--- src/rtl/mandelbrot_escape_time_top_assert.svh ---
// Assertion macros for the escape-time RTL, used by met_core.
`ifndef MANDELBROT_ESCAPE_TIME_TOP_ASSERT_SVH
`define MANDELBROT_ESCAPE_TIME_TOP_ASSERT_SVH

// Same-cycle implication, disabled in reset.
`define MET_ASSERT_IMP(lbl, clk, rst, ante, cons, msg) \
   lbl: assert property (@(posedge clk) disable iff (rst) (ante) |-> (cons)) \
      else $error(msg);

// Next-cycle implication, disabled in reset.
`define MET_ASSERT_NXT(lbl, clk, rst, ante, cons, msg) \
   lbl: assert property (@(posedge clk) disable iff (rst) (ante) |=> (cons)) \
      else $error(msg);

`endif

--- src/rtl/met_pkg.sv ---
// Shared types and constants for the Mandelbrot escape-time block.
package met_pkg;

   // Fixed field widths
   localparam int unsigned C_W        = 32;
   localparam int unsigned LIMIT_W    = 16;
   localparam int unsigned THR_W      = 32;
   localparam int unsigned OUT_CNT_W  = 16;
   localparam int unsigned CSR_W      = 32;
   localparam int unsigned CSR_IDX_W  = 1;

   // z components stay below 2^33 units for any fraction width
   localparam int unsigned Z_W        = 34;
   localparam int unsigned PROD_W     = 2 * Z_W;

   // Parameter defaults
   localparam int unsigned FRAC_BITS_DEF  = 28;
   localparam int unsigned COUNT_BITS_DEF = 16;

   // Register indexes and reset values
   localparam logic [CSR_IDX_W-1:0] CSR_ITER_LIMIT   = 1'd0;
   localparam logic [CSR_IDX_W-1:0] CSR_THRESHOLD_SQ = 1'd1;
   localparam logic [LIMIT_W-1:0]   ITER_LIMIT_RST   = 16'd256;
   localparam logic [THR_W-1:0]     THRESHOLD_SQ_RST = 32'h4000_0000;

   typedef struct packed {
      logic signed [C_W-1:0] c_re;
      logic signed [C_W-1:0] c_im;
   } met_req_type;

   typedef struct packed {
      logic [OUT_CNT_W-1:0] escape_count;
      logic                 escaped;
   } met_rsp_type;

   // top -> core
   typedef struct packed {
      logic start;
      logic take;
   } met_ctl_type;

   // core -> top
   typedef struct packed {
      logic busy;
      logic done;
   } met_sts_type;

endpackage

--- src/rtl/mandelbrot_escape_time_top.sv ---
// Mandelbrot escape-time top level: handshake, config registers, result register.
// Each iteration runs S_MRR, S_MII and S_MRI, three products through the one shared
// multiplier, then S_STEP does the escape test and z update together.
// Throughput: one point at a time; req_stall stays high until the result is handed off.
// Reset (synchronous): sequencer idle, result empty, iter_limit 256, threshold_sq 4.0.
module mandelbrot_escape_time_top import met_pkg::*; #(
   parameter int unsigned FRAC_BITS  = FRAC_BITS_DEF,
   parameter int unsigned COUNT_BITS = COUNT_BITS_DEF
) (
   input  logic                 clock,
   input  logic                 reset,
   // request channel
   input  logic                 req_valid,
   output logic                 req_stall,
   input  met_req_type          req_data,
   // result channel
   output logic                 rsp_valid,
   input  logic                 rsp_stall,
   output met_rsp_type          rsp_data,
   // config write port
   input  logic                 csr_wen,
   input  logic [CSR_IDX_W-1:0] csr_index,
   input  logic [CSR_W-1:0]     csr_wdata
);

   // config registers
   logic [LIMIT_W-1:0] iter_limit_ff, iter_limit_in;
   logic [THR_W-1:0]   threshold_sq_ff, threshold_sq_in;

   // result register parts the core from the downstream stall
   logic        rsp_valid_ff, rsp_valid_in;
   met_rsp_type rsp_data_ff, rsp_data_in;

   met_ctl_type ctl;
   met_sts_type sts;
   met_rsp_type core_result;
   logic        load_rsp;

   always_comb begin
      iter_limit_in   = iter_limit_ff;
      threshold_sq_in = threshold_sq_ff;
      if (csr_wen) begin
         case (csr_index)
            CSR_ITER_LIMIT:   iter_limit_in   = csr_wdata[LIMIT_W-1:0];
            CSR_THRESHOLD_SQ: threshold_sq_in = csr_wdata[THR_W-1:0];
            default: ;
         endcase
      end
   end

   // new point only when the sequencer is idle
   assign req_stall = sts.busy;
   assign ctl.start = req_valid & ~req_stall;

   // hand the finished result over when the output slot is free or draining
   assign load_rsp = sts.done & (~rsp_valid_ff | ~rsp_stall);
   assign ctl.take = load_rsp;

   always_comb begin
      rsp_data_in = rsp_data_ff;
      if (load_rsp) begin
         rsp_valid_in = 1'b1;
         rsp_data_in  = core_result;
      end else begin
         rsp_valid_in = rsp_valid_ff & rsp_stall;
      end
   end

   always_ff @(posedge clock) begin
      if (reset) begin
         iter_limit_ff   <= ITER_LIMIT_RST;
         threshold_sq_ff <= THRESHOLD_SQ_RST;
         rsp_valid_ff    <= 1'b0;
      end else begin
         iter_limit_ff   <= iter_limit_in;
         threshold_sq_ff <= threshold_sq_in;
         rsp_valid_ff    <= rsp_valid_in;
      end
   end

   always_ff @(posedge clock) begin
      rsp_data_ff <= rsp_data_in;
   end

   assign rsp_valid = rsp_valid_ff;
   assign rsp_data  = rsp_data_ff;

   met_core #(
      .FRAC_BITS  (FRAC_BITS),
      .COUNT_BITS (COUNT_BITS)
   ) u_core (
      .clock        (clock),
      .reset        (reset),
      .ctl          (ctl),
      .point        (req_data),
      .iter_limit   (iter_limit_ff),
      .threshold_sq (threshold_sq_ff),
      .sts          (sts),
      .result       (core_result)
   );

endmodule

--- src/rtl/met_mul.sv ---
// Shared signed multiplier with registered product.
module met_mul import met_pkg::*; (
   input  logic                     clock,
   input  logic signed [Z_W-1:0]    op_a,
   input  logic signed [Z_W-1:0]    op_b,
   output logic signed [PROD_W-1:0] prod
);

   logic signed [PROD_W-1:0] prod_ff;
   logic signed [PROD_W-1:0] prod_in;

   assign prod_in = op_a * op_b;
   assign prod    = prod_ff;

   always_ff @(posedge clock) begin
      prod_ff <= prod_in;
   end

endmodule

--- src/rtl/met_core.sv ---
// Iteration sequencer: z registers, escape test and update around one multiplier.
module met_core import met_pkg::*; #(
   parameter int unsigned FRAC_BITS  = FRAC_BITS_DEF,
   parameter int unsigned COUNT_BITS = COUNT_BITS_DEF
) (
   input  logic               clock,
   input  logic               reset,
   input  met_ctl_type        ctl,
   input  met_req_type        point,
   input  logic [LIMIT_W-1:0] iter_limit,
   input  logic [THR_W-1:0]   threshold_sq,
   output met_sts_type        sts,
   output met_rsp_type        result
);

   localparam int unsigned CMP_W =
      ((THR_W + FRAC_BITS > PROD_W) ? (THR_W + FRAC_BITS) : PROD_W) + 1;

   localparam logic [2:0] S_IDLE = 3'd0;
   localparam logic [2:0] S_MRR  = 3'd1;   // zr*zr
   localparam logic [2:0] S_MII  = 3'd2;   // zi*zi
   localparam logic [2:0] S_MRI  = 3'd3;   // zr*zi
   localparam logic [2:0] S_STEP = 3'd4;   // test and update
   localparam logic [2:0] S_DONE = 3'd5;

   logic [2:0]               state_ff, state_in;
   logic [COUNT_BITS-1:0]    count_ff, count_in;
   met_req_type              c_ff, c_in;
   logic signed [Z_W-1:0]    zr_ff, zr_in, zi_ff, zi_in;
   logic signed [PROD_W-1:0] sr_ff, sr_in, si_ff, si_in;
   met_rsp_type              res_ff, res_in;

   logic signed [Z_W-1:0]    mul_a, mul_b;
   logic signed [PROD_W-1:0] prod;
   logic signed [PROD_W-1:0] re_diff, re_sh, im_sh;
   logic [CMP_W-1:0]         mag_sq, thr_scaled;
   logic [COUNT_BITS-1:0]    limit;
   logic [31:0]              count_wide;
   logic                     escape_hit;

   met_mul u_mul (
      .clock (clock),
      .op_a  (mul_a),
      .op_b  (mul_b),
      .prod  (prod)
   );

   always_comb begin
      case (state_ff)
         S_MII: begin
            mul_a = zi_ff;
            mul_b = zi_ff;
         end
         S_MRI: begin
            mul_a = zr_ff;
            mul_b = zi_ff;
         end
         default: begin
            mul_a = zr_ff;
            mul_b = zr_ff;
         end
      endcase
   end

   // floor shifts: Re = (zr^2 - zi^2) >> F, Im = (2 zr zi) >> F
   assign re_diff    = sr_ff - si_ff;
   assign re_sh      = re_diff >>> FRAC_BITS;
   assign im_sh      = prod >>> (FRAC_BITS - 1);
   assign mag_sq     = CMP_W'($unsigned(sr_ff)) + CMP_W'($unsigned(si_ff));
   assign thr_scaled = CMP_W'({threshold_sq, {FRAC_BITS{1'b0}}});
   assign limit      = COUNT_BITS'(iter_limit);
   assign count_wide = 32'(count_ff);
   // z = 0 before the first update is never tested
   assign escape_hit = (count_ff != '0) && (mag_sq >= thr_scaled);

   always_comb begin
      state_in = state_ff;
      count_in = count_ff;
      c_in     = c_ff;
      zr_in    = zr_ff;
      zi_in    = zi_ff;
      sr_in    = sr_ff;
      si_in    = si_ff;
      res_in   = res_ff;
      case (state_ff)
         S_IDLE: begin
            if (ctl.start) begin
               c_in     = point;
               zr_in    = '0;
               zi_in    = '0;
               count_in = '0;
               state_in = S_MRR;
            end
         end
         S_MRR: state_in = S_MII;
         S_MII: begin
            sr_in    = prod;
            state_in = S_MRI;
         end
         S_MRI: begin
            si_in    = prod;
            state_in = S_STEP;
         end
         S_STEP: begin
            if (escape_hit) begin
               res_in.escape_count = count_wide[OUT_CNT_W-1:0];
               res_in.escaped      = 1'b1;
               state_in            = S_DONE;
            end else if (count_ff == limit) begin
               res_in.escape_count = count_wide[OUT_CNT_W-1:0];
               res_in.escaped      = 1'b0;
               state_in            = S_DONE;
            end else begin
               zr_in    = re_sh[Z_W-1:0] + Z_W'(c_ff.c_re);
               zi_in    = im_sh[Z_W-1:0] + Z_W'(c_ff.c_im);
               count_in = count_ff + COUNT_BITS'(1);
               state_in = S_MRR;
            end
         end
         S_DONE: begin
            if (ctl.take) begin
               state_in = S_IDLE;
            end
         end
         default: state_in = S_IDLE;
      endcase
   end

   always_ff @(posedge clock) begin
      if (reset) begin
         state_ff <= S_IDLE;
         count_ff <= '0;
      end else begin
         state_ff <= state_in;
         count_ff <= count_in;
      end
   end

   always_ff @(posedge clock) begin
      c_ff   <= c_in;
      zr_ff  <= zr_in;
      zi_ff  <= zi_in;
      sr_ff  <= sr_in;
      si_ff  <= si_in;
      res_ff <= res_in;
   end

   assign sts.busy = (state_ff != S_IDLE);
   assign sts.done = (state_ff == S_DONE);
   assign result   = res_ff;

`include "mandelbrot_escape_time_top_assert.svh"

   `MET_ASSERT_IMP(a_start_idle, clock, reset, ctl.start, state_ff == S_IDLE, "start while busy")
   `MET_ASSERT_IMP(a_count_le_limit, clock, reset, state_ff == S_STEP, count_ff <= limit, "count passed limit")
   `MET_ASSERT_NXT(a_step_exit, clock, reset, state_ff == S_STEP, state_ff == S_MRR || state_ff == S_DONE, "bad step exit")
   `MET_ASSERT_NXT(a_count_inc, clock, reset, state_ff == S_STEP && state_in == S_MRR, count_ff == $past(count_ff) + COUNT_BITS'(1), "count not advanced")

endmodule

--- config.mk ---
export PLATFORM = sky130hd
export DESIGN_NAME = mandelbrot_escape_time_top
export DESIGN_NICKNAME = d
export VERILOG_FILES = /design/src/rtl/met_pkg.sv /design/src/rtl/mandelbrot_escape_time_top.sv /design/src/rtl/met_mul.sv /design/src/rtl/met_core.sv
export VERILOG_INCLUDE_DIRS = /design/src /design/src/rtl
export SDC_FILE = /design/constraint.sdc
export NUM_CORES = 2
export LEC_CHECK = 0
export BUFFER_PORTS_ARGS = -buffer_cell sky130_fd_sc_hd__clkbuf_2
export CORE_UTILIZATION = 30
export DETAILED_ROUTE_END_ITERATION = 7
export PLACE_DENSITY = 0.53
export SLEW_MARGIN = 20
export SYNTH_ARGS = -nofsm -noshare
export SYNTH_HDL_FRONTEND = slang
export SYNTH_SLANG_ARGS = --single-unit
--- constraint.sdc ---
create_clock -name clock -period 13.8 [get_ports clock]
set_input_delay 0.69 -clock clock [delete_from_list [all_inputs] [get_ports clock]]
set_output_delay 0.69 -clock clock [all_outputs]
set_load 0.005 [all_outputs]
Yosys cells after proc, flatten, opt, wreduce, memory -nomap -nowiden
Index checks and enable logic that the tools add are counted.
{"block": "classes", "n_addsub": 5, "n_mul": 1, "magnitude_cmp": 1, "n_eq_ne": 10, "muxes": 21, "n_bitwise": 8, "reduce_logical": 13}
{"cell": "$mux 34", "n": 7}
{"cell": "$pmux 34 s2", "n": 2}
{"cell": "$add 68x68->69", "n": 1}
{"cell": "$ge 69x60->1", "n": 1}
{"cell": "$add 34x34->34", "n": 2}
{"cell": "$mul 34x34->68", "n": 1}
{"cell": "$sub 62x62->62", "n": 1}
{"cell": "$mux 16", "n": 3}
{"cell": "$mux 17", "n": 2}
{"cell": "$pmux 16 s2", "n": 1}
{"cell": "$pmux 3 s6", "n": 1}
{"cell": "$add 16x1->16 const B", "n": 1}
{"cell": "$eq 16x16->1", "n": 1}
{"cell": "$reduce_bool 16->1", "n": 1}
{"cell": "$mux 3", "n": 4}
{"cell": "$reduce_and 2->1", "n": 5}
{"cell": "$eq 3x2->1 const B", "n": 2}
{"cell": "$eq 3x3->1 const B", "n": 2}
{"cell": "$ne 2x2->1 const B", "n": 3}
{"cell": "$not 1->1", "n": 4}
{"cell": "$reduce_and 4->1", "n": 1}
{"cell": "$reduce_bool 2->1", "n": 2}
{"cell": "$and 1x1->1", "n": 3}
{"cell": "$eq 3x1->1 const B", "n": 1}
{"cell": "other kinds (7)", "n": 7}
{"block": "word_totals", "register_bits": 438, "in_bits": 102, "out_inout_bits": 19, "wordCells": 75}

Longest topological paths before layout
{"block": "depth", "depth_word": 5, "ltp_mapped": 40, "ltp_nobuf": 35}

Hierarchy
A second synthesis with hierarchy kept.
{"block": "hier_totals", "hier_cells": 6904, "hier_area_um2": 67155.7}
{"module": "met_mul", "instances": 1, "cells_each": 4571, "area_per_inst_um2": 42957.4, "seq_area_each_um2": 1361.3}
{"module": "met_core", "instances": 1, "cells_each": 2113, "area_per_inst_um2": 21587.0, "seq_area_each_um2": 8938.6}
{"module": "mandelbrot_escape_time_top", "instances": 1, "cells_each": 220, "area_per_inst_um2": 2611.3, "seq_area_each_um2": 1491.4}

Least setup slack after synthesis
OpenSTA, ideal clock, no wires.
{"block": "synth_path", "kind": "reg-to-reg", "start": "register u_core.state_ff[2]", "end": "register u_core.u_mul.prod_ff[65], in the netlist u_core.u_mul.prod[65]", "setup_time_ps": 72, "t_arrival_ps": 11540, "required_ps": 13728, "path_slack_ps": 2188, "path_stages_with_launch": 38, "n_path_buf": 5, "synth_period_minus_slack_ps": 11612, "cell_sequence": "dfxtp_1 -> clkbuf_1 -> nor2b_1 -> nor2b_1 -> clkbuf_1 -> buf_1 -> buf_1 -> mux2_2 -> clkbuf_1 -> nand2_1 -> fa_1 -> inv_1 -> fa_1 -> inv_1 -> fa_1 -> inv_1 -> fa_1 -> fa_1 -> [... 2 more ...] -> inv_1 -> fa_1 -> inv_1 -> ha_1 -> a21o_1 -> a21o_1 -> a21o_1 -> a21o_1 -> a21oi_1 -> o21ai_0 -> a31o_2 -> a31oi_1 -> o21ai_0 -> o31a_1 -> a21oi_1 -> o21bai_1 -> a311oi_1 -> xnor2_1"}
{"block": "synth_via", "elab_chain_cells": 4, "elab_cells_between_ends": 6, "cone_classes": "mul: 1; eq/ne: 2; mux: 2; reduce/logical: 1"}
{"item": "from (decl)", "line_no": "met_core.sv:26", "text": "logic [2:0] state_ff, state_in;"}
{"item": "from (signal assigned)", "line_no": "met_core.sv:134", "text": "state_ff <= state_in;"}
{"item": "$eq 3x2->1", "line_no": "met_core.sv:49", "text": "case (state_ff)"}
{"item": "$reduce_or 2->1 (no source line)"}
{"item": "$mux 34", "line_no": "met_core.sv:49"}
{"item": "$mul 34x34->68 (*)", "line_no": "met_mul.sv:12", "text": "assign prod_in = op_a * op_b;"}
{"item": "net u_core.u_mul.prod_in[65]", "line_no": "met_mul.sv:10", "text": "logic signed [PROD_W-1:0] prod_in;"}
{"item": "to (signal assigned)", "line_no": "met_mul.sv:16", "text": "prod_ff <= prod_in;"}
{"item": "to (decl)", "line_no": "met_mul.sv:9", "text": "logic signed [PROD_W-1:0] prod_ff;"}
The timed path passes the listed nets; every way through them passes the cells marked *.
A chain may end at the register's enable or synchronous reset.

Final worst setup path
{"block": "layout_path", "start": "register u_core.state_ff[1]", "end": "register u_core.u_mul.prod_ff[64], in the netlist u_core.u_mul.prod[64]"}
The elaborated chain is that of the path after synthesis.

==> flow_metrics.py <==
metrics = {
    "run_status": {
        "outcome": "completed",
    },
    "drt": {
        "wirelength_um": 227000,
        "routedWlPerCell_um": 23.2,
        "drt_iter0_markers": 3919,
        "ant_nets": 0,
        "drc": 0,
        "viasPerCell": 5.07,
        "vias": 49600,
        "drtPass1Iterations": 6,
    },
    "clock_network": {
        "post_cts_resize_count": 0,
        "clock-root-buffer": "clkbuf_16",
        "cts_inserted_buffers": 50,
        "clock-sinks": 438,
        "postCtsHoldBufs": 0,
        "cts_tree": "done",
        "clockBufferDepth": 3,
        "cts_htree_levels": 2,
        "postCtsSetupBuffers": 0,
        "clk_latency_ns": 0.67,
        "clk_pin_slew_ns": 0.10,
    },
    "sta": {
        "fin_crit_ns": 11.79,
        "rsz0062_at_grt": "no",
        "tightestPinTransition_ns": 1.15,
        "setup_tns_ns": 0,
        "slew_headroom_pct": 22.5,
        "fmax_mhz": 84.8,
        "setup_violations": 0,
        "finClkSkew_ns": 0.0770,
        "post-route-period-util_pct": 85.4,
        "finalMaxSlewViolations": 0,
        "hold_viol": 0,
    },
    "setup_path": {
        "start_kind": "flip-flop",
        "end_kind": "flip-flop",
        "crit_slowest_cell": "mux2i_4",
        "cp_slowest_stage_delay_ns": 0.90,
        "path_common_cell": "fa_1",
        "timing.rr.start": "u_core.state_ff[1]",
        "worstPathMaxFanout": 36,
        "crit_type": "reg -> reg",
        "cp.required_ns": 14.29,
        "critPathArrivalTime_ns": 12.28,
        "startpoint": "u_core.state_ff[1]",
    },
    "yosys": {
        "synthesis.area_um2": 65400,
        "seq_area_frac_synth_pct": 18.0,
        "ys_ff_latch": 438,
        "synth_top_area_share_pct": 38.1,
        "synth.distinct_cells": 95,
        "synth_nets": 8679,
        "syn_avg_cell_area_um2": 9.48,
        "postSynthCellCount": 6900,
        "synth_common_cells": "inv_1 (1371), fa_1 (1244), nor2_1 (843)",
        "yosysMostFrequentCell": "inv_1",
        "async_reset_ff_share_pct": 0,
        "synth_area_leaders": "fa_1 (38%), edfxtp_1 (14%), ha_1 (8.3%)",
        "synth_edf_count": 302,
        "yosysTopAreaCell": "fa_1",
        "synth_ff_type": "edfxtp_1",
        "ys_warn_count": 0,
    },
    "place": {
        "place_hpwl_um": 181000,
        "gp_congestion": 0.927,
        "port_buffers": 120,
    },
    "hold_path": {
        "worstHoldStart": "req_data[19]",
        "hp-class": "in -> reg",
    },
    "global_routing": {
        "grt.overflow.total": 0,
        "antenna_found_initial": 6,
        "busiest_layer": "met2",
        "gr-usage-met1_pct": 28.3,
        "grt.met3_usage_pct": 2.92,
        "use_met2_pct": 33.5,
        "grt_pass1_vias": 51500,
        "grt_max_degree": 65,
        "grt_pass1_wl_um": 337000,
        "grt.total_usage_pct": 20.7,
    },
    "layout": {
        "syn_to_final_growth_pct": 9.21,
        "layout-drive-gt1-share_pct": 7.02,
        "multi_input_area_um2": 47800,
        "register_area_um2": 11800,
        "nets": 8675,
        "fillerInstances": 22500,
    },
    "floorplanning": {
        "core_area_um2": 217000,
        "die_h_um": 469,
        "ios": 121,
        "rows": 171,
        "die_x_um": 469,
        "initial_core_util_pct": 30.1,
        "die_area_um2": 220000,
    },
    "job": {
        "cap_viol_max_count": 0,
    },
}
[state kept, by name (all words and copies together), names as in the netlist]
name               count
u_core.state_ff        3
u_core.count_ff       16
u_core.c_ff           64
u_core.sr_ff          68
threshold_sq_ff       32
u_core.si_ff          68
rsp_valid              1
u_core.result         17
u_core.zi_ff          34
u_core.zr_ff          34
iter_limit_ff         16
u_core.u_mul.prod     68
rsp_data              17
[cells in the final DEF, fill, tap and decap left out, drive strengths merged, types with 45 or more instances in the layout]
| master | synthesis | routed |
|---|---|---|
| inv | 1375 | 1385 |
| fa | 1244 | 1244 |
| nor2 | 843 | 843 |
| nand2 | 740 | 740 |
| ha | 433 | 433 |
| edfxtp | 302 | 302 |
| a21oi | 277 | 277 |
| clkbuf | 229 | 186 |
| xnor2 | 145 | 145 |
| dfxtp | 136 | 136 |
| o21ai | 126 | 126 |
| buf | 38 | 90 |
| a21o | 83 | 83 |
| mux2i | 73 | 73 |
| xor2 | 68 | 68 |
| mux2 | 64 | 64 |
| nand3 | 57 | 57 |
| nor3 | 55 | 55 |
| nor2b | 51 | 51 |
| nand2b | 45 | 45 |
[area by class of cell]
cell class | count | area share (%)
clock inverter | 29 | 0.482
multi-input combinational | 4820 | 67.0
inverter | 1375 | 7.23
timing repair buffer | 211 | 1.87
tap | 2854 | 5.00
antenna | 1 | 0.00350
sequential | 438 | 16.5
clock buffer | 65 | 1.95
[path summary, 6_finish.rpt]
check	endpoint	slack, ns	depth (start not counted)
setup / recovery	u_core.u_mul.prod[64]	2.01	33
setup reg to reg	u_core.u_mul.prod[64]	2.01	33
hold / removal	u_core.c_ff[19]	0.19	1
hold reg to reg	rsp_data[7]	0.42	0
[routing by layer]
metal | routed length, um | vias to the layer above
li1 | - | 21500
met1 | 98500 | 25700
met2 | 104000 | 1986
met3 | 15700 | 435
met4 | 9220 | 0
met5 | 0 | -
[worst max-delay path, delay by kind of cell (launching register included)]
| family | cells | cell delay [ns] |
|---|---|---|
| AO/OA/AOI/OAI | 12 | 3.55 |
| adder cells (fa/ha/maj) | 9 | 4.05 |
| XOR/XNOR | 1 | 0.13 |
| multiplexers | 1 | 0.90 |
| AND/OR/NAND/NOR | 4 | 1.63 |
| flip-flops | 1 | 0.53 |
| buffers and inverters | 6 | 0.79 |
[kinds of logic (layout without fill, tap and decap cells)]
logic type                 after synthesis  in the layout  synth area share [%]
muxes                                  137            137                  2.23
and+or+nand+nor                       1998           1998                  13.0
other                                    0              1                     0
DFF                                    438            438                  18.0
buffers and inverters                 1642           1680                  9.47
adders and majority gates             1677           1677                  46.4
xor gates and xnor gates               213            213                  2.85
AOI/OAI and AO/OA                      795            795                  8.06
[per-stage QoR]
step | hold WS [ns] | util (%) | worst slack (ns) | area [um^2] | instances
2_1_floorplan | 0.400 | - | 2.19 | 65400 | 6900
3_3_place_gp | 0.407 | 32.1 | 2.41 | 69600 | 9696
3_5_place_dp | 0.406 | 32.1 | 2.22 | 69600 | 9697
4_1_cts | 0.151 | 32.9 | 2.11 | 71400 | 9791
5_1_grt | 0.161 | 32.9 | 1.57 | 71400 | 9792
6_report | 0.194 | 32.9 | 2.01 | 71400 | 9793
Power is left out: the tool's default activity adds up to more than one toggle a clock period on the data nets, which glitch-free logic cannot reach.
